===== config.mk =====
export PLATFORM = sky130hd
export DESIGN_NAME = bfsa_ram
export DESIGN_NICKNAME = d
export VERILOG_FILES = /design/src/hw/rtl/bfsa_ram.sv
export SDC_FILE = /design/constraint.sdc
export NUM_CORES = 1
export LEC_CHECK = 0
export BUFFER_PORTS_ARGS = -buffer_cell sky130_fd_sc_hd__clkbuf_2
export CAP_MARGIN = 20
export CORE_MARGIN = 2
export CORE_UTILIZATION = 54
export CTS_BUF_LIST = sky130_fd_sc_hd__clkbuf_8 sky130_fd_sc_hd__clkbuf_16
export CTS_CLUSTER_DIAMETER = 150
export DETAILED_ROUTE_END_ITERATION = 16
export PLACE_DENSITY = 0.84
export SETUP_SLACK_MARGIN = 0.05
export SYNTH_ARGS = -nofsm -noshare
export SYNTH_HDL_FRONTEND = slang
export SYNTH_SLANG_ARGS = --single-unit

===== constraint.sdc =====
create_clock -name clock -period 1.7 [get_ports clock]
set_input_delay 0.34 -clock clock [delete_from_list [all_inputs] [get_ports clock]]
set_output_delay 0.34 -clock clock [all_outputs]
set_load 0.005 [all_outputs]

===== src/hw/rtl/bfsa_ram.sv =====
`timescale 1ns / 1ps
module bfsa_ram #(
   parameter int WIDTH = 8,
   parameter int DEPTH = 16
) (
   input  logic                     clock,
   input  logic                     we,
   input  logic [$clog2(DEPTH)-1:0] waddr,
   input  logic [WIDTH-1:0]         wdata,
   input  logic [$clog2(DEPTH)-1:0] raddr,
   output logic [WIDTH-1:0]         rdata
);

   logic [WIDTH-1:0] mem [DEPTH];
   logic [WIDTH-1:0] rdata_ff;

   always_ff @(posedge clock) begin
      if (we) begin
         mem[waddr] <= wdata;
      end
      rdata_ff <= mem[raddr];
   end

   assign rdata = rdata_ff;

endmodule


==> impl_results.md <==
* # rows at 35
* Synth Area in Compound Gates at 0.0233
* Clock transition at path regs at 0.06 ns
* WL per Instance at roughly 24 um
* CTS tree: yes
* DR pass1 iterations at 4
* Clk pwr share at 0.493
* Run status: finished clean
* Die width at 102 um
* Worst Tran Pin Value at 0.387 ns
* Detailed placement HPWL at 6.01 mm
* IO Count at 26
* Cell Pwr Density at 1310 nW/um^2
* Max Cap Viol at 0
* Final Hold Vio Count at 0
* Cells after Synth at approximately 230
* Peak supply drop at approximately 950 uV
* Drt initial violations at 264
* Fin crit period at 1.37 ns
* Area of the multi-input gates at 1060 um^2
* Hold buffers post-CTS at 0
* Final WL at 10.2 mm
* HP Start: wdata[3]
* RSZ-0062 raised after global routing: false
* Worst EP required at 2.08 ns
* Drc violations at 0
* Reg area at 4000 um^2
* First-pass GRT wire length at 15.3 mm
* Number of synthesized register bits at approximately 140
* Vias in the first global route at 2521
* Flop pwr share at 0.464
* Synth-to-Final Area Change at 20.5%
* Syn Area/Cell at 22.5 um^2
* Largest family of logic cells by synthesized area: multiplexers
* Place WS at -0.0821 ns
* Final setup vio count at 0
* Slew HR at 0.742
* NumNets Final at 303
* Initial core utilization at 0.557
* RD Place Congestion at 0.746
* Sw Share at 0.193
* Mapped Nets at about 250
* Buf+Inv Stages, Crit Path at 0
* Worst-path cell chain: mux4_1, a22oi_1, nand2_1
* Vias/cell at 5.86
* HP Class: input pin to register
* Antenna-violating nets left at 0
* RR Startpoint: mem[9][3]
* YS warnings at 0
* Synth Area in Adders at 0
* Count of cell types in the netlist at 19
* Fin util at 0.671
* Buffers on Ports at 25
* Sequential area share after synthesis at 0.778
* Crit path max fanout at 1
* PostCTS Resize Cnt at 0
* Setup Skew at around 0.013 ns
* Crit-path leading delay family: multiplexers
* Mux share of post-synthesis cell area at 0.150
* Synth Area in Simple Gates at 0.0318
* Setup ws final at 0.335 ns
* Num Clock Sinks at 136
* Die area at between 10000 and 15000 um^2
* Pint at 0.00657 W
* Switching power at 0.00157 W
* Pin count of the biggest net entering global routing at 33
* Post-CTS Setup Bufs at 0
* Htree depth at 4
* Max stage delay on crit path at 0.53 ns
* Number of fill cells at 566
* Synth Cell Area at between 5000 and 6000 um^2
* Crit path DAT at 1.75 ns
* Layout cells sized above 1 at 0.329
* Combinational share of power at 0.043
* R2r setup slk at 0.33 ns
* Most frequent cells in the layout: edfxtp_1 (128), clkbuf_2 (25), buf_4 (19)
* Startpoint types: register
* GRT overflow at 0
* ANT cells at 0
* CORE AREA at 9240 um^2
* Initial antenna violation count at 0
* FMAX at 0.732 GHz
* Slew Limit Fails at 0
* Vias at 2502
* CP endpoint kind: register
* CTS Buffer Depth at 2
* Leak at approximately 2.2 nW
* Die height at 102 um
* Tcrit/Tclk final at 0.803
* Post-route cell area at 6200 um^2
* CP startpoint: mem[9][3]
* Clock latency on the worst-skew pair at approximately 0.52 ns
* Most common cell after layout, fill and taps aside: edfxtp_1
* Worst Setup Path Type: register to register
* Slowest-stage cell, CP: mux4_1
* XOR/XNOR share of the synthesized area at 0
* Clock root cell: clkbuf_8
* Num CTS Buffers at 17
* Pwr Total at 0.00814 W
* Placement Cell Area at approximately 5600 um^2
* All-layer global routing usage at 0.219
## flip-flops by register name, summed over array words and instances, names as in the netlist
signal  count
rdata       8
mem       128
## layout make-up
| cell class | count | share of cell area |
|---|---|---|
| repair buffers | 47 | 0.0528 |
| clock inverters | 15 | 0.0377 |
| clock buffers | 17 | 0.0668 |
| well taps | 129 | 0.0260 |
| flip-flops and latches | 136 | 0.645 |
| multi-input cells | 83 | 0.171 |
## logic make-up after synthesis
family	Yosys count
simple gates	35
flops	136
buf+inv	10
mux	32
compound gates	16
## per-stage QoR
step | std cells | hold WS (ns) | TNS [ns]
floorplan | 229 | 0.439 | 0
CTS | 427 | 0.229 | 0
detailed placement | 395 | 0.664 | -0.221
finish | 427 | 0.249 | 0
global route | 427 | 0.265 | 0
global placement | 395 | 0.654 | -0.0761
## worst paths after layout
kind,cells past startpoint,end
worst min-delay path,1,mem[6][3]
worst max-delay path,3,rdata[3]
worst max register to register,3,rdata[3]
worst min register to register,3,rdata[2]
## layer usage
metal / global-route usage / share of wire / wire (um)
met1: 0.300 / 0.41 / 4180
met2: 0.340 / 0.51 / 5200
met3: 0.0587 / 0.063 / 645
met4: 0.0842 / 0.016 / 160
met5: 0 / 0 / 0
## cells in the mapped netlist
cell type / count / area (um^2)
nor2_1: 13 / 48.8
and2_1: 1 / 6.26
nor2b_1: 1 / 6.26
nand3b_1: 2 / 15.0
mux4_2: 18 / 405
mux4_1: 14 / 368
a22oi_1: 16 / 120
dfxtp_1: 8 / 160
buf_4: 1 / 7.51
or3b_2: 1 / 8.76
nor3_1: 4 / 20.0
nand2_1: 9 / 33.8
nand2b_1: 2 / 12.5
buf_6: 3 / 33.8
clkdlybuf4s25_2: 3 / 30.0
buf_2: 3 / 15.0
nand3_1: 1 / 5.00
edfxtp_1: 128 / 3840
and2b_1: 1 / 7.51
## power by group through the flow
stage / logic [W] / clock network (W) / registers (W)
2_1_floorplan: 0.000191 / 0 / 0.00384
3_3_place_gp: 0.000336 / 0 / 0.00384
3_5_place_dp: 0.000349 / 0 / 0.00385
4_1_cts: 0.000355 / 0.00406 / 0.00378
5_1_grt: 0.000379 / 0.00419 / 0.00378
6_report: 0.000349 / 0.00401 / 0.00378
(Power assumes the default switching activity.)
