File: config.mk
export PLATFORM = sky130hd
export DESIGN_NAME = bfsa_csr
export DESIGN_NICKNAME = d
export VERILOG_FILES = /design/src/hw/rtl/bfsa_pkg.sv /design/src/hw/rtl/bfsa_csr.sv
export SDC_FILE = /design/constraint.sdc
export NUM_CORES = 1
export LEC_CHECK = 0
export ABC_CLOCK_PERIOD_IN_PS = 1200
export BUFFER_PORTS_ARGS = -buffer_cell sky130_fd_sc_hd__clkbuf_2
export CAP_MARGIN = 10
export CORE_ASPECT_RATIO = 0.6
export CORE_MARGIN = 2
export CORE_UTILIZATION = 43
export CTS_BUF_LIST = sky130_fd_sc_hd__clkbuf_4 sky130_fd_sc_hd__clkbuf_8
export CTS_CLUSTER_SIZE = 16
export DETAILED_ROUTE_END_ITERATION = 10
export GPL_ROUTABILITY_DRIVEN = 0
export MAX_ROUTING_LAYER = met4
export PLACE_DENSITY = 0.89
export SETUP_SLACK_MARGIN = 0.02
export SYNTH_ARGS = -nofsm -noshare
export SYNTH_HDL_FRONTEND = slang
export SYNTH_SLANG_ARGS = --single-unit
File: constraint.sdc
create_clock -name clock -period 1.2 [get_ports clock]
set_clock_uncertainty 0.1 [all_clocks]
set_input_delay 0.06 -clock clock [delete_from_list [all_inputs] [get_ports clock]]
set_output_delay 0.06 -clock clock [all_outputs]
set_load 0.1 [all_outputs]
File: src/hw/rtl/bfsa_pkg.sv
`timescale 1ns / 1ps
package bfsa_pkg;

   localparam int LEN_W   = 11;
   localparam int ADDR_W  = 10;
   localparam int CNT_W   = 9;
   localparam int OWN_W   = 16;
   localparam int STAT_W  = 2;
   localparam int DATA_W  = 32;
   localparam int PADDR_W = 3;

   localparam int DEF_MEM_UNITS    = 1024;
   localparam int DEF_MAX_SEGMENTS = 256;
   localparam int DEF_OWNER_BITS   = 16;

   localparam int RST_TOTAL_SIZE = 1024;
   localparam int RST_MIN_SPLIT  = 4;

   localparam logic REG_TOTAL_SIZE = 1'b0;
   localparam logic REG_MIN_SPLIT  = 1'b1;

   localparam logic FUNC_ALLOC = 1'b0;
   localparam logic FUNC_FREE  = 1'b1;

   localparam logic [STAT_W-1:0] STAT_OK        = 2'd0;
   localparam logic [STAT_W-1:0] STAT_NO_FIT    = 2'd1;
   localparam logic [STAT_W-1:0] STAT_BAD_OWNER = 2'd2;
   localparam logic [STAT_W-1:0] STAT_NOT_FOUND = 2'd3;

   typedef enum logic [3:0] {
      S_INIT,
      S_IDLE,
      S_SCAN,
      S_SHIFT,
      S_WR_NEW,
      S_WR_BEST,
      S_COUNT,
      S_COMPACT,
      S_FLUSH,
      S_DONE
   } state_type;

   typedef struct packed {
      logic [LEN_W-1:0] total_size;
      logic [LEN_W-1:0] min_split;
      logic             init;
   } csr_type;

endpackage

File: src/hw/rtl/bfsa_csr.sv
`timescale 1ns / 1ps
module bfsa_csr #(
   parameter int MEM_UNITS = bfsa_pkg::DEF_MEM_UNITS
) (
   input  logic                          clock,
   input  logic                          reset,
   input  logic                          psel,
   input  logic                          penable,
   input  logic                          pwrite,
   input  logic [bfsa_pkg::PADDR_W-1:0]  paddr,
   input  logic [bfsa_pkg::DATA_W-1:0]   pwdata,
   output logic [bfsa_pkg::DATA_W-1:0]   prdata,
   output logic                          pready,
   output bfsa_pkg::csr_type             csr
);

   localparam int LW = bfsa_pkg::LEN_W;
   localparam logic [LW-1:0] RST_TOTAL = LW'((MEM_UNITS < bfsa_pkg::RST_TOTAL_SIZE) ?
                                             MEM_UNITS : bfsa_pkg::RST_TOTAL_SIZE);

   logic [LW-1:0] total_ff, total_in;
   logic [LW-1:0] split_ff, split_in;
   logic          init_ff, init_in;
   logic          wr;
   logic [LW-1:0] v;

   assign wr     = psel & penable & pwrite;
   assign v      = pwdata[LW-1:0];
   assign pready = 1'b1;

   always_comb begin
      total_in = total_ff;
      split_in = split_ff;
      init_in  = 1'b0;
      if (wr) begin
         case (paddr[2])
            bfsa_pkg::REG_TOTAL_SIZE: begin
               init_in = 1'b1;
               if (v == '0) begin
                  total_in = LW'(1);
               end else if (32'(v) > 32'(MEM_UNITS)) begin
                  total_in = LW'(MEM_UNITS);
               end else begin
                  total_in = v;
               end
            end
            default: begin
               split_in = v;
            end
         endcase
      end
   end

   always_ff @(posedge clock) begin
      if (reset) begin
         total_ff <= RST_TOTAL;
         split_ff <= LW'(bfsa_pkg::RST_MIN_SPLIT);
         init_ff  <= 1'b0;
      end else begin
         total_ff <= total_in;
         split_ff <= split_in;
         init_ff  <= init_in;
      end
   end

   assign prdata = (paddr[2] == bfsa_pkg::REG_TOTAL_SIZE) ?
                   bfsa_pkg::DATA_W'(total_ff) : bfsa_pkg::DATA_W'(split_ff);

   assign csr.total_size = total_ff;
   assign csr.min_split  = split_ff;
   assign csr.init       = init_ff;

endmodule

==> flow_summary.toml, run 1 <==
[status]
run_status = "finished, violations left"
violations = "setup timing"

[routing]
drtIter0Drc = 121
ant_nets = 0
drc = 0
avgRoutedWirePerCell_um = 20.5
routed_wirelength_um = 5220
first_pass_iters = 4
dr_total_vias = 1378
viasPerCell = 5.43

[placed_design]
hpwl_um = 2610
dp_cells = 220
io_buffers = 50

[synth]
ys_seq_elements = 23
synth_cell_types = 22
synth.yosys.seq_area_share = 0.383
syn_area_mm2 = 0.00120
synth_warnings = 0
synthCells = 142
syn_avg_cell_area_um2 = 8.46

[layout]
register_area_um2 = 543
fin_cells = 254
final_util = 0.915
drive_gt1_frac = 0.532
diodes = 0
multi_input_area_um2 = 651
layout_commonest_cell = "buf_12"
nNetsFinal = 263
area_growth_pct = 96.1
n_fill_cell = 97
mostFrequentLayoutCells = "34 x buf_12, 32 x nand2_1, 27 x buf_4"

[critical_path]
cp-start-kind = "flip-flop"
cp.arrival_ps = 1080
required_ps = 1040
setup.worst_path.end_class = "output pin"
criticalPathCategory = "flip-flop to output pin"
cp_max_fo = 3

[die]
pin_count = 96
die_x_um = 72.2
die-area_mm2 = 0.00325
core_mm2 = 0.00257
placement_rows = 14
die_y_um = 44.9
initial_core_util = 0.466

[timing]
setup_ws_ps = -43.6
setup_viol = 11
timing.fmax_mhz = 804
timing.hold.ws_ps = 20.4
finalCriticalPeriod_ps = 1240
slew_viol_final = 0
hold_viol_final = 0
slew_headroom = 0.655
period_share = 1.04
rsz0062_at_grt = "yes"
tightest_slew_ps = 512

[global_routing]
grt_pass1_wl_um = 7630
grt_overflow = 0
first_global_vias = 1411
grt_max_degree = 24
grt_use_total = 0.339
antenna_found_initial = 0

[pwr]
p_per_area_mw_per_mm2 = 860
leakagePower_nw = 1.01
ir_drop_mv = 0.992

[clock_network]
clk_latency_ps = 260
cts_buffer_depth = 2
cts_made_buffers = 3
cts_num_sinks = 23
h-tree-depth = 1
cts_tree = "done"
path_clk_slew_ps = 80
cts-root-buf = "clkbuf_8"

[job]
max_cap_violations = 0

[worst_hold_path]
hold_path_class = "primary input to flip-flop"
per-stage QoR:
| step | worst slack (ps) | power (mW) | setup TNS [ps] | area, um2 |
|---|---|---|---|---|
| 2_1_floorplan | 107 | 1.37 | 0 | 1400 |
| 3_3_place_gp | 116 | 1.49 | 0 | 2040 |
| 3_5_place_dp | 81.5 | 1.49 | 0 | 2040 |
| 4_1_cts | -40.4 | 2.00 | -240 | 2330 |
| 5_1_grt | -65.3 | 2.09 | -563 | 2360 |
| 6_report | -43.6 | 2.03 | -288 | 2360 |
area by class of cell:
type                            instances  share of cell area
Clock buffer                            3              0.0175
Clock inverter                          1             0.00212
Multi-Input combinational cell        108               0.276
Sequential cell                        23               0.230
Tap cell                               32              0.0170
Timing Repair Buffer                   87               0.457
state kept, by name (all words and copies together), names as in the netlist:
signal	cells
init_ff	1
split_ff	11
total_ff	11
critical path, cell delays in order (launching register included):
cell and delay [ps]:
dfxtp_4 360, mux2_4 280, buf_12 170
cell usage after synthesis (all sizes together):
master / count / share of area
clkbuf: 4 / 0.012
and4: 1 / 0.0073
nand2: 32 / 0.10
nor4: 1 / 0.0052
nand3b: 10 / 0.062
nor2: 2 / 0.0063
buf: 27 / 0.17
conb: 2 / 0.0063
a21o: 1 / 0.0063
and4b: 1 / 0.0083
a21oi: 20 / 0.083
nand4: 1 / 0.0052
nor3: 1 / 0.0042
nand4b: 1 / 0.0073
nand3: 1 / 0.0042
a221oi: 1 / 0.012
dfxtp: 23 / 0.38
nand2b: 2 / 0.017
mux2: 11 / 0.10
final timing paths:
kind / endpoint / slack [ps] / startpoint / cells after the start
max reg2reg: total_ff[10] / 100 / total_ff[10] / 4
min reg2reg: split_ff[0] / 410 / split_ff[0] / 2
min: total_ff[5] / 20 / pwdata[5] / 3
max: prdata[3] / -40 / total_ff[3] / 2
layer usage:
layer	wire [um]	GRT usage	up-vias	part of all wire
li1	-	-	595	-
met1	1830	0.360	650	0.35
met2	2680	0.606	107	0.51
met3	452	0.0848	26	0.087
met4	252	0.162	0	0.048
met5	0	-	-	0
kinds of logic (layout without fill, tap and decap cells):
kind of cell | Yosys count | count (layout) | synth area share
AO/OA/AOI/OAI | 22 | 22 | 0.102
AND/OR/NAND/NOR | 53 | 53 | 0.227
multiplexers | 11 | 11 | 0.103
buffers and inverters | 31 | 91 | 0.178
other | 2 | 22 | 0.00625
flip-flops | 23 | 23 | 0.383
where the power goes:
part,total [mW],switching [mW],internal (mW)
clock,0.482,0.250,0.232
combinational,0.798,0.605,0.194
sequential,0.746,0.0105,0.735
what timing repair did:
item,4_1_cts,5_1_grt
pin swaps,0,2
hold buffers,10,0
gates resized for setup,0,4
endpoints found under the setup margin,11,12
buffers inserted,19,3
hold endpoints to repair,18,0
(Power assumes the default switching activity.)
==> run 2, diff against run 1 <==
--- a/config.mk
+++ b/config.mk
@@ -17,7 +17,7 @@
 export GPL_ROUTABILITY_DRIVEN = 0
 export MAX_ROUTING_LAYER = met4
 export PLACE_DENSITY = 0.89
-export SETUP_SLACK_MARGIN = 0.02
 export SYNTH_ARGS = -nofsm -noshare
 export SYNTH_HDL_FRONTEND = slang
 export SYNTH_SLANG_ARGS = --single-unit
+export TNS_END_PERCENT = 50
==> constraint.sdc (replaced) <==
create_clock -name clock -period 1.2 [get_ports clock]
set_clock_uncertainty 0.1 [all_clocks]
set_input_delay 0.06 -clock clock [delete_from_list [all_inputs] [get_ports clock]]
set_output_delay 0.06 -clock clock [all_outputs]
set_load 0.005 [all_outputs]
==> flow_summary.toml, run 2 (synthesis gave the netlist of run 1 again) <==
[clock_network]
cts_made_buffers = 3
path_clk_slew_ps = 80
h-tree-depth = 1
cts_num_sinks = 23
cts_buffer_depth = 2
cts-root-buf = "clkbuf_8"
clk_latency_ps = 260
cts_tree = "done"

[timing]
slew_viol_final = 0
rsz0062_at_grt = "no"
hold_viol_final = 0
timing.fmax_mhz = 865
fin_setup_tns_ps = 0
timing.hold.ws_ps = 29.0
setup_viol = 0
finalCriticalPeriod_ps = 1160
period_share = 0.964

[layout]
nNetsFinal = 242
drive_gt1_frac = 0.368
diodes = 0
layout_commonest_cell = "clkbuf_2"
area_growth_pct = 30.2
mostFrequentLayoutCells = "50 x clkbuf_2, 32 x nand2_1, 23 x dfxtp_1"
reg_top3 = "split_ff: 11 flops, total_ff: 11 flops, init_ff: 1 flops"

[routing]
wl_met1_um = 1300
dr_wl_met2_um = 1370
viasPerCell = 4.67
met3_length_um = 196
highest_layer = "met3"
drc = 0
ant_nets = 0
routed_wirelength_um = 2860
drtIter0Drc = 66
first_pass_iters = 4
avgRoutedWirePerCell_um = 12.3
dr_total_vias = 1089

[die]
die_x_um = 72.2
placement_rows = 14
initial_core_util = 0.466
die-area_mm2 = 0.00325
die_y_um = 44.9
pin_count = 96
core_mm2 = 0.00257

[critical_path]
startpoint = "total_ff[0]"
crit_buf_inv = 1
cp_max_fo = 4
crit_chain = "mux2_2 -> clkbuf_2"
cp-start-kind = "flip-flop"
setup.worst_path.end_class = "output pin"
r2r_start = "total_ff[0]"
required_ps = 1040
cp.arrival_ps = 1000
critical_path.top_delay_family = "flip-flops"
criticalPathCategory = "flip-flop to output pin"
slowest_stage = "dfxtp_1"
critPathMaxStageDelay_ps = 350

[global_routing]
first_global_vias = 950
antenna_found_initial = 0
grt_overflow = 0
grt_pass1_wl_um = 4350
grt_use_total = 0.182
grt_max_degree = 24

[pwr]
clkPwrFrac = 0.333
seq_power_share = 0.529
comb_power_share = 0.138
p_int_mw = 1.13
sw_frac_of_total = 0.236
leakagePower_nw = 0.721
ir_drop_mv = 0.508
p_sw_uw = 351
p_per_area_mw_per_mm2 = 949

[placed_design]
io_buffers = 50
hpwl_um = 2040

[job]
max_cap_violations = 0

[worst_hold_path]
hold_path_class = "primary input to flip-flop"
min_from = "pwdata[1]"

[status]
run_status = "complete, no violations"
[run 2: cell types whose count changed in the layout (fill, tap and decap cells not counted), sizes merged]
| cell | before | now |
|---|---|---|
| buf | 63 | 6 |
| clkbuf | 17 | 54 |
| clkinv | 1 | 0 |
[run 2: path summary, 6_finish.rpt]
path	end	slack [ps]	cells past startpoint
worst max-delay path	prdata[0]	40	2
worst min-delay path	total_ff[0]	30	4
worst max register to register	total_ff[0]	250	2
worst min register to register	split_ff[8]	370	2
[run 2: stage by stage]
| stage | power, mW | instances | util | instance area [um2] | setup slack [ps] |
|---|---|---|---|---|---|
| 6_report | 1.48 | 233 | 0.607 | 1560 | 43.5 |
| 5_1_grt | 1.55 | 233 | 0.607 | 1560 | 13.0 |
| 4_1_cts | 1.50 | 233 | 0.605 | 1560 | 20.8 |
| 3_5_place_dp | 0.977 | 219 | 0.548 | 1410 | 106 |
| 3_3_place_gp | 0.974 | 219 | 0.548 | 1410 | 145 |
| 2_1_floorplan | 0.944 | 162 | - | 1280 | 342 |
[run 2: timing repair]
item,CTS,global route
gates resized for setup,0,1
hold buffers,10,0
endpoints found under the hold margin,19,0
setup buffers,0,0
endpoints found under the setup margin,0,1
[run 2: area by class of cell]
type | instances | area [um2]
clock buffers | 4 | 48.8
fillers | 236 | 1010
multi-input cells | 108 | 607
flip-flops and latches | 23 | 460
well taps | 32 | 40.0
repair buffers | 66 | 408
[run 2: worst register-to-register path: stages, from the launching register on]
cell and delay [ps]:
dfxtp_1 400, a21oi_1 110, a221oi_2 260
[run 2: routing by layer]
layer / global-route usage / vias up
met2: 0.281 / 35
li1: - / 552
met3: 0.0603 / 0
met1: 0.240 / 502
met5: - / -
met4: 0.0226 / 0
[run 2: power groups by stage]
stage          logic [mW]  registers (mW)  clock network (mW)
2_1_floorplan       0.141           0.803                   0
3_3_place_gp        0.171           0.803                   0
3_5_place_dp        0.174           0.803                   0
4_1_cts             0.200           0.785               0.510
5_1_grt             0.226           0.787               0.532
6_report            0.205           0.785               0.495
