### src/hw/rtl/bfsa_pkg.sv
`timescale 1ns / 1ps
package bfsa_pkg;

   localparam int LEN_W   = 11;
   localparam int ADDR_W  = 10;
   localparam int CNT_W   = 9;
   localparam int OWN_W   = 16;
   localparam int STAT_W  = 2;
   localparam int DATA_W  = 32;
   localparam int PADDR_W = 3;

   localparam int DEF_MEM_UNITS    = 1024;
   localparam int DEF_MAX_SEGMENTS = 256;
   localparam int DEF_OWNER_BITS   = 16;

   localparam int RST_TOTAL_SIZE = 1024;
   localparam int RST_MIN_SPLIT  = 4;

   localparam logic REG_TOTAL_SIZE = 1'b0;
   localparam logic REG_MIN_SPLIT  = 1'b1;

   localparam logic FUNC_ALLOC = 1'b0;
   localparam logic FUNC_FREE  = 1'b1;

   localparam logic [STAT_W-1:0] STAT_OK        = 2'd0;
   localparam logic [STAT_W-1:0] STAT_NO_FIT    = 2'd1;
   localparam logic [STAT_W-1:0] STAT_BAD_OWNER = 2'd2;
   localparam logic [STAT_W-1:0] STAT_NOT_FOUND = 2'd3;

   typedef enum logic [3:0] {
      S_INIT,
      S_IDLE,
      S_SCAN,
      S_SHIFT,
      S_WR_NEW,
      S_WR_BEST,
      S_COUNT,
      S_COMPACT,
      S_FLUSH,
      S_DONE
   } state_type;

   typedef struct packed {
      logic [LEN_W-1:0] total_size;
      logic [LEN_W-1:0] min_split;
      logic             init;
   } csr_type;

endpackage

### src/hw/rtl/bfsa_core.sv
`timescale 1ns / 1ps
module bfsa_core #(
   parameter int MAX_SEGMENTS = bfsa_pkg::DEF_MAX_SEGMENTS,
   parameter int OWNER_BITS   = bfsa_pkg::DEF_OWNER_BITS,
   parameter int IW           = $clog2(MAX_SEGMENTS),
   parameter int EW           = 2 * bfsa_pkg::LEN_W + 1 + OWNER_BITS
) (
   input  logic                         clock,
   input  logic                         reset,
   input  bfsa_pkg::csr_type            csr,
   input  logic                         req_valid,
   output logic                         req_stall,
   input  logic                         req_func,
   input  logic [bfsa_pkg::LEN_W-1:0]   req_size,
   input  logic [bfsa_pkg::OWN_W-1:0]   req_owner,
   output logic                         rsp_valid,
   input  logic                         rsp_stall,
   output logic [bfsa_pkg::STAT_W-1:0]  rsp_status,
   output logic [bfsa_pkg::ADDR_W-1:0]  rsp_grant_addr,
   output logic [bfsa_pkg::LEN_W-1:0]   rsp_freed_units,
   output logic [bfsa_pkg::CNT_W-1:0]   rsp_freed_segments,
   output logic [bfsa_pkg::LEN_W-1:0]   rsp_used_units,
   output logic [bfsa_pkg::CNT_W-1:0]   rsp_owned_blocks,
   output logic                         mem_we,
   output logic [IW-1:0]                mem_waddr,
   output logic [EW-1:0]                mem_wdata,
   output logic [IW-1:0]                mem_raddr,
   input  logic [EW-1:0]                mem_rdata
);

   localparam int LW = bfsa_pkg::LEN_W;
   localparam int OW = OWNER_BITS;
   localparam int CW = $clog2(MAX_SEGMENTS + 1);
   localparam int B_LEN  = LW;
   localparam int B_BUSY = 2 * LW;
   localparam int B_OWN  = 2 * LW + 1;

   bfsa_pkg::state_type state_ff, state_in;

   logic [CW-1:0] count_ff, count_in;
   logic [LW-1:0] used_ff, used_in;
   logic [CW-1:0] blocks_ff, blocks_in;
   logic [CW-1:0] rd_idx_ff, rd_idx_in;
   logic          pend_ff, pend_in;
   logic [LW-1:0] size_ff, size_in;
   logic [OW-1:0] owner_ff, owner_in;
   logic          found_ff, found_in;
   logic          split_ff, split_in;
   logic [IW-1:0] best_ff, best_in;
   logic [LW-1:0] slack_ff, slack_in;
   logic [LW-1:0] bstart_ff, bstart_in;
   logic [LW-1:0] blen_ff, blen_in;
   logic [IW-1:0] wr_addr_ff, wr_addr_in;
   logic [LW-1:0] freed_u_ff, freed_u_in;
   logic [CW-1:0] freed_s_ff, freed_s_in;
   logic [EW-1:0] hold_ff, hold_in;
   logic          hold_v_ff, hold_v_in;
   logic [IW-1:0] hw_ff, hw_in;
   logic [bfsa_pkg::STAT_W-1:0] stat_ff, stat_in;
   logic [LW-1:0] grant_ff, grant_in;

   logic                         rv_ff, rv_in;
   logic [bfsa_pkg::STAT_W-1:0]  o_stat_ff, o_stat_in;
   logic [bfsa_pkg::ADDR_W-1:0]  o_grant_ff, o_grant_in;
   logic [LW-1:0]                o_fu_ff, o_fu_in;
   logic [bfsa_pkg::CNT_W-1:0]   o_fs_ff, o_fs_in;
   logic [LW-1:0]                o_used_ff, o_used_in;
   logic [bfsa_pkg::CNT_W-1:0]   o_blk_ff, o_blk_in;

   logic [LW-1:0] e_start, e_len, e_slack;
   logic          e_busy, e_match;
   logic [OW-1:0] e_owner;
   logic [EW-1:0] cur;
   logic          issue;

   assign e_start = mem_rdata[LW-1:0];
   assign e_len   = mem_rdata[B_LEN +: LW];
   assign e_busy  = mem_rdata[B_BUSY];
   assign e_owner = mem_rdata[B_OWN +: OW];
   assign e_slack = e_len - size_ff;
   assign e_match = e_busy && (e_owner == owner_ff);
   assign cur     = e_match ? {OW'(0), 1'b0, e_len, e_start} : mem_rdata;

   always_comb begin
      state_in   = state_ff;
      count_in   = count_ff;
      used_in    = used_ff;
      blocks_in  = blocks_ff;
      rd_idx_in  = rd_idx_ff;
      pend_in    = 1'b0;
      size_in    = size_ff;
      owner_in   = owner_ff;
      found_in   = found_ff;
      split_in   = split_ff;
      best_in    = best_ff;
      slack_in   = slack_ff;
      bstart_in  = bstart_ff;
      blen_in    = blen_ff;
      wr_addr_in = wr_addr_ff;
      freed_u_in = freed_u_ff;
      freed_s_in = freed_s_ff;
      hold_in    = hold_ff;
      hold_v_in  = hold_v_ff;
      hw_in      = hw_ff;
      stat_in    = stat_ff;
      grant_in   = grant_ff;
      rv_in      = rv_ff && rsp_stall;
      o_stat_in  = o_stat_ff;
      o_grant_in = o_grant_ff;
      o_fu_in    = o_fu_ff;
      o_fs_in    = o_fs_ff;
      o_used_in  = o_used_ff;
      o_blk_in   = o_blk_ff;
      mem_we     = 1'b0;
      mem_waddr  = '0;
      mem_wdata  = '0;
      mem_raddr  = rd_idx_ff[IW-1:0];
      issue      = 1'b0;
      req_stall  = (state_ff != bfsa_pkg::S_IDLE) || csr.init;

      case (state_ff)
         bfsa_pkg::S_INIT: begin
            mem_we    = 1'b1;
            mem_waddr = '0;
            mem_wdata = {OW'(0), 1'b0, csr.total_size, LW'(0)};
            count_in  = CW'(1);
            used_in   = '0;
            blocks_in = '0;
            state_in  = bfsa_pkg::S_IDLE;
         end
         bfsa_pkg::S_IDLE: begin
            if (csr.init) begin
               state_in = bfsa_pkg::S_INIT;
            end else if (req_valid) begin
               size_in    = req_size;
               owner_in   = OW'(req_owner);
               found_in   = 1'b0;
               freed_u_in = '0;
               freed_s_in = '0;
               grant_in   = '0;
               rd_idx_in  = '0;
               if (req_func == bfsa_pkg::FUNC_ALLOC) begin
                  if (req_size == '0) begin
                     stat_in  = bfsa_pkg::STAT_NO_FIT;
                     state_in = bfsa_pkg::S_DONE;
                  end else begin
                     state_in = bfsa_pkg::S_SCAN;
                  end
               end else if (OW'(req_owner) == '0) begin
                  stat_in  = bfsa_pkg::STAT_BAD_OWNER;
                  state_in = bfsa_pkg::S_DONE;
               end else begin
                  state_in = bfsa_pkg::S_COUNT;
               end
            end
         end
         bfsa_pkg::S_SCAN: begin
            issue = rd_idx_ff < count_ff;
            if (issue) begin
               rd_idx_in = rd_idx_ff + CW'(1);
               pend_in   = 1'b1;
            end
            if (pend_ff && !e_busy && e_len >= size_ff &&
                (!found_ff || e_slack < slack_ff)) begin
               found_in  = 1'b1;
               best_in   = IW'(rd_idx_ff - CW'(1));
               slack_in  = e_slack;
               bstart_in = e_start;
               blen_in   = e_len;
            end
            if (!issue && !pend_ff) begin
               if (!found_ff) begin
                  stat_in  = bfsa_pkg::STAT_NO_FIT;
                  state_in = bfsa_pkg::S_DONE;
               end else if (slack_ff != '0 && slack_ff >= csr.min_split &&
                            32'(count_ff) < 32'(MAX_SEGMENTS)) begin
                  split_in  = 1'b1;
                  rd_idx_in = count_ff;
                  state_in  = bfsa_pkg::S_SHIFT;
               end else begin
                  split_in = 1'b0;
                  state_in = bfsa_pkg::S_WR_BEST;
               end
            end
         end
         bfsa_pkg::S_SHIFT: begin
            issue     = rd_idx_ff > (CW'(best_ff) + CW'(1));
            mem_raddr = IW'(rd_idx_ff - CW'(1));
            if (issue) begin
               wr_addr_in = rd_idx_ff[IW-1:0];
               rd_idx_in  = rd_idx_ff - CW'(1);
               pend_in    = 1'b1;
            end
            if (pend_ff) begin
               mem_we    = 1'b1;
               mem_waddr = wr_addr_ff;
               mem_wdata = mem_rdata;
            end
            if (!issue && !pend_ff) begin
               state_in = bfsa_pkg::S_WR_NEW;
            end
         end
         bfsa_pkg::S_WR_NEW: begin
            mem_we    = 1'b1;
            mem_waddr = best_ff + IW'(1);
            mem_wdata = {OW'(0), 1'b0, slack_ff, bstart_ff + size_ff};
            count_in  = count_ff + CW'(1);
            state_in  = bfsa_pkg::S_WR_BEST;
         end
         bfsa_pkg::S_WR_BEST: begin
            mem_we    = 1'b1;
            mem_waddr = best_ff;
            mem_wdata = {owner_ff, 1'b1, split_ff ? size_ff : blen_ff, bstart_ff};
            used_in   = used_ff + (split_ff ? size_ff : blen_ff);
            if (owner_ff != '0) begin
               blocks_in = blocks_ff + CW'(1);
            end
            grant_in = bstart_ff;
            stat_in  = bfsa_pkg::STAT_OK;
            state_in = bfsa_pkg::S_DONE;
         end
         bfsa_pkg::S_COUNT: begin
            issue = rd_idx_ff < count_ff;
            if (issue) begin
               rd_idx_in = rd_idx_ff + CW'(1);
               pend_in   = 1'b1;
            end
            if (pend_ff && e_match) begin
               freed_u_in = freed_u_ff + e_len;
               freed_s_in = freed_s_ff + CW'(1);
            end
            if (!issue && !pend_ff) begin
               if (freed_s_ff == '0) begin
                  stat_in  = bfsa_pkg::STAT_NOT_FOUND;
                  state_in = bfsa_pkg::S_DONE;
               end else begin
                  used_in   = (used_ff >= freed_u_ff) ? used_ff - freed_u_ff : '0;
                  blocks_in = (blocks_ff >= freed_s_ff) ? blocks_ff - freed_s_ff : '0;
                  rd_idx_in = '0;
                  hold_v_in = 1'b0;
                  hw_in     = '0;
                  state_in  = bfsa_pkg::S_COMPACT;
               end
            end
         end
         bfsa_pkg::S_COMPACT: begin
            issue = rd_idx_ff < count_ff;
            if (issue) begin
               rd_idx_in = rd_idx_ff + CW'(1);
               pend_in   = 1'b1;
            end
            if (pend_ff) begin
               if (hold_v_ff && !hold_ff[B_BUSY] && !cur[B_BUSY]) begin
                  hold_in = {hold_ff[EW-1:B_BUSY], hold_ff[B_LEN +: LW] + e_len,
                             hold_ff[LW-1:0]};
               end else begin
                  if (hold_v_ff) begin
                     mem_we    = 1'b1;
                     mem_waddr = hw_ff;
                     mem_wdata = hold_ff;
                     hw_in     = hw_ff + IW'(1);
                  end
                  hold_in   = cur;
                  hold_v_in = 1'b1;
               end
            end
            if (!issue && !pend_ff) begin
               state_in = bfsa_pkg::S_FLUSH;
            end
         end
         bfsa_pkg::S_FLUSH: begin
            mem_we    = 1'b1;
            mem_waddr = hw_ff;
            mem_wdata = hold_ff;
            count_in  = CW'(hw_ff) + CW'(1);
            stat_in   = bfsa_pkg::STAT_OK;
            state_in  = bfsa_pkg::S_DONE;
         end
         bfsa_pkg::S_DONE: begin
            if (!rv_ff || !rsp_stall) begin
               rv_in      = 1'b1;
               o_stat_in  = stat_ff;
               o_grant_in = grant_ff[bfsa_pkg::ADDR_W-1:0];
               o_fu_in    = freed_u_ff;
               o_fs_in    = bfsa_pkg::CNT_W'(freed_s_ff);
               o_used_in  = used_ff;
               o_blk_in   = bfsa_pkg::CNT_W'(blocks_ff);
               state_in   = bfsa_pkg::S_IDLE;
            end
         end
         default: begin
            state_in = bfsa_pkg::S_IDLE;
         end
      endcase
   end

   always_ff @(posedge clock) begin
      if (reset) begin
         state_ff <= bfsa_pkg::S_INIT;
         rv_ff    <= 1'b0;
         pend_ff  <= 1'b0;
      end else begin
         state_ff <= state_in;
         rv_ff    <= rv_in;
         pend_ff  <= pend_in;
      end
   end

   always_ff @(posedge clock) begin
      count_ff   <= count_in;
      used_ff    <= used_in;
      blocks_ff  <= blocks_in;
      rd_idx_ff  <= rd_idx_in;
      size_ff    <= size_in;
      owner_ff   <= owner_in;
      found_ff   <= found_in;
      split_ff   <= split_in;
      best_ff    <= best_in;
      slack_ff   <= slack_in;
      bstart_ff  <= bstart_in;
      blen_ff    <= blen_in;
      wr_addr_ff <= wr_addr_in;
      freed_u_ff <= freed_u_in;
      freed_s_ff <= freed_s_in;
      hold_ff    <= hold_in;
      hold_v_ff  <= hold_v_in;
      hw_ff      <= hw_in;
      stat_ff    <= stat_in;
      grant_ff   <= grant_in;
      o_stat_ff  <= o_stat_in;
      o_grant_ff <= o_grant_in;
      o_fu_ff    <= o_fu_in;
      o_fs_ff    <= o_fs_in;
      o_used_ff  <= o_used_in;
      o_blk_ff   <= o_blk_in;
   end

   assign rsp_valid          = rv_ff;
   assign rsp_status         = o_stat_ff;
   assign rsp_grant_addr     = o_grant_ff;
   assign rsp_freed_units    = o_fu_ff;
   assign rsp_freed_segments = o_fs_ff;
   assign rsp_used_units     = o_used_ff;
   assign rsp_owned_blocks   = o_blk_ff;

endmodule
### config.mk
export PLATFORM = sky130hd
export DESIGN_NAME = bfsa_core
export DESIGN_NICKNAME = d
export VERILOG_FILES = /design/src/hw/rtl/bfsa_pkg.sv /design/src/hw/rtl/bfsa_core.sv
export SDC_FILE = /design/constraint.sdc
export NUM_CORES = 1
export LEC_CHECK = 0
export ABC_CLOCK_PERIOD_IN_PS = 11100
export BUFFER_PORTS_ARGS = -buffer_cell sky130_fd_sc_hd__buf_2
export CAP_MARGIN = 5
export CORE_AREA = 2 2 200 202
export DETAILED_ROUTE_END_ITERATION = 6
export DIE_AREA = 0 0 202 204
export GPL_TIMING_DRIVEN = 0
export PLACE_DENSITY_LB_ADDON = 0.12
export SETUP_SLACK_MARGIN = 0.05
export SYNTH_ARGS = -nofsm -noshare
export SYNTH_HDL_FRONTEND = slang
export SYNTH_SLANG_ARGS = --single-unit
### constraint.sdc
create_clock -name clock -period 11.1 [get_ports clock]
set_input_delay 0.555 -clock clock [delete_from_list [all_inputs] [get_ports clock]]
set_output_delay 0.555 -clock clock [all_outputs]
set_load 0.02 [all_outputs]
==> impl_metrics.toml <==
[global_routing]
grt_max_degree = 30
grt_pass1_wl_mm = 71.3
overflow = 0
antenna_found_initial = 5
grt_use_total_pct = 22.9
grt_pass1_vias = 11829

[sta]
whs_ps = 175
worstMarginPinSlew_ps = 1220
max_clock_freq_ghz = 0.200
slew_headroom_pct = 19.0
slew_viol_final = 0
min_period_ps = 5000
clock_skew_ps = 14.8
setup-tns-final_ps = 0
finalSetupViolCount = 0
rsz0062_at_grt = "false"
finalHoldViolCount = 0
fin_crit_sh_pct = 45.1

[clock_tree]
post_cts_resized = 0
cts_made_buffers = 29
cts_tree = "built"
clock_latency_ps = 570
clockBufferDepth = 3
cts_hold_buf = 0
post-cts-setup-buffers = 0
path_clk_slew_ps = 70
ctsRootBufferMaster = "clkbuf_16"
htree_levels = 1
cts.sinks = 254

[placement]
gp_congestion = 0.904
io_buffer_count = 203
dp_hpwl_mm = 37.3

[die]
fp-row-count = 73
core-area_sq_mm = 0.0392
fp.dieW_um = 202
die_h_um = 204
dieArea_sq_mm = 0.0412
io_pins = 204
start_util_pct = 39.3

[route]
wire_per_inst_um = 21.9
drt_iter0_drc = 784
route.met3.wl_mm = 2.47
top_layer_used = "met5"
drc_errors = 0
dr_total_vias = 12104
dr_wl_met2_mm = 22.5
viasPerCell = 5.51
routed_wirelength_mm = 48.2
drt_pass1_iterations = 5
wl_met1_mm = 21.5
antenna_left = 0

[yosys]
synth_top_family_by_area = "compound AO/OA/AOI/OAI gates"
synth_fa_ha_area_share_pct = 10.5
ys_seq_area_share_pct = 49.1
synth-seq-cells = 254
synthesis.nets = 1624
syn_area_per_cell_sq_um = 11.0
synth_cells = 1405
ys_types = 66
synth_xor_area_share_pct = 7.11
syn-cell-area_sq_mm = 0.0154
synth_edf_count = 248
synthSimpleGateAreaFrac_pct = 12.1
ys.flop_type = "edfxtp_1"
async_flop_share_pct = 0
synth_compound_area_share_pct = 15.6
yosys_warnings = 0
synth_mux_area_share_pct = 1.62

[run_status]
status = "finished, final reports clean"

[power_and_ir_drop]
finalPower_mw = 3.22
switchingPower_mw = 1.09
swShare_pct = 33.8
ir_worst_vdd_mv = 0.126
power.leakage_nw = 7.44
powerDensity_mw_per_mm2 = 177
comb_power_share_pct = 30.3
clkPwrFrac_pct = 30.7
p_int_mw = 2.13
power_frac_seq_pct = 39.0

[worst_setup_path]
r2r_cells = 17
rr_endpoint = "slack_ff[3]$_DFFE_PP_"
startpoint_type = "flop"
crit_fanout = 11
cp.arrival_ps = 5280
endpoint_kind = "flop"
reg2reg_slack_ps = 6100
critPathKind = "flop to flop"
worstPathRequired_ps = 11380
rr_startpoint = "size_ff[0]$_DFFE_PP_"

[layout]
multi_input_area_sq_mm = 0.00727
seqCellArea_sq_mm = 0.00757
final_nets = 1865
fillerInstances = 3654
area_growth_pct = 18.0
post_route_cells_drive_above_1_share_pct = 17.0
final_util_pct = 46.4

[worst_hold_path]
min_to = "size_ff[3]$_DFFE_PP_"
min_path_type = "primary input to flop"
min_path_cells = 1
min-delay-start = "req_size[3]"

[run]
drv_cap = 0
[synthesized netlist by cell type, drive strengths merged (32+ instances only)]
library cell  count  share of area [%]
clkbuf           37               0.90
nand2            81                2.0
o21ai            73                2.4
xor2             59                3.4
nor2             98                2.4
ha              118                9.6
nor3             32                1.0
a21o             38                1.9
a21oi            57                1.9
xnor2            66                3.8
inv             106                2.6
edfxtp          248                 48
[worst max path at each step]
stage | from | end | slack [ps]
6_report | size_ff[0]$_DFFE_PP_ | slack_ff[3]$_DFFE_PP_ | 6100
2_1_floorplan | mem_rdata[11] | best_ff[0]$_DFFE_PP_ | 4480
5_1_grt | size_ff[0]$_DFFE_PP_ | slack_ff[5]$_DFFE_PP_ | 5730
4_1_cts | size_ff[0]$_DFFE_PP_ | slack_ff[4]$_DFFE_PP_ | 6110
3_5_place_dp | mem_rdata[11] | slack_ff[3]$_DFFE_PP_ | 5920
3_3_place_gp | mem_rdata[11] | best_ff[7]$_DFFE_PP_ | 1880
[power groups by stage]
stage / Combinational (mW) / Sequential, mW / Clock (mW)
CTS: 0.977 / 1.26 / 1.01
global route: 1.09 / 1.27 / 1.04
floorplan: 0.689 / 1.24 / 0
detailed placement: 0.971 / 1.28 / 0
finish: 0.977 / 1.26 / 0.990
global placement: 0.959 / 1.28 / 0
[registers in the layout, summed over array words and instances, names as in the netlist, 10 cells and up]
signal	count
owner_ff	16
rsp_grant_addr	10
rsp_used_units	11
slack_ff	11
hold_ff	39
size_ff	11
blen_ff	11
rsp_freed_units	11
grant_ff	10
bstart_ff	11
used_ff	11
freed_u_ff	11
[through the flow]
step                      setup slack, ps  std cells  cell area, sq um
final                                6100       2198             18200
after floorplan                      4480       1405             15400
after detailed placement             5920       2140             17200
after CTS                            6110       2194             18200
after global routing                 5730       2198             18200
after global placement               1880       2133             17100
[area by class of cell]
cell class / instances / area share [%]
Clock buffer: 34 / 4.10
Timing Repair Buffer: 210 / 6.11
Inverter: 106 / 2.19
Multi-Input combinational cell: 998 / 40.0
Antenna cell: 4 / 0.0551
Clock inverter: 20 / 1.21
Sequential cell: 254 / 41.6
Buffer: 47 / 1.12
Tap cell: 525 / 3.61
[per-layer routing]
layer | vias to the layer above | global-route usage (%)
met2 | 361 | 37.3
met3 | 93 | 2.77
met5 | - | 0
li1 | 5755 | -
met1 | 5893 | 31.1
met4 | 2 | 8.95
[placed cells by master, fill, tap and decap left out, drive strengths merged, types with 28 or more instances in the layout]
cell / netlist / final
a21oi: 57 / 57
buf: 10 / 220
inv: 106 / 107
edfxtp: 248 / 248
xor2: 59 / 59
nor3: 32 / 32
clkbuf: 37 / 71
nand2: 81 / 81
nor2: 98 / 98
ha: 118 / 118
o21ai: 73 / 73
xnor2: 66 / 66
a221o: 28 / 28
a21o: 38 / 38
nand3: 31 / 31
[worst max-delay path: stages, from the launching register on]
cell	delay, ps
edfxtp_1	530
ha_1	240
inv_1	60
fa_1	390
a21o_1	190
a21oi_1	220
o21bai_1	120
a2111oi_0	580
o31ai_1	170
a21oi_1	210
xnor2_1	180
ha_1	300
nand4_1	110
nand4b_1	100
a221o_1	330
nor3_2	600
buf_8	240
buf_8	160
[logic make-up after synthesis]
logic type                 Yosys count
xor gates and xnor gates           125
adders and majority gates          125
muxes                               23
buffers and inverters              153
AOI/OAI and AO/OA                  346
and+or+nand+nor                    379
DFF                                254
No activity file was read; power rests on OpenSTA's default activity.
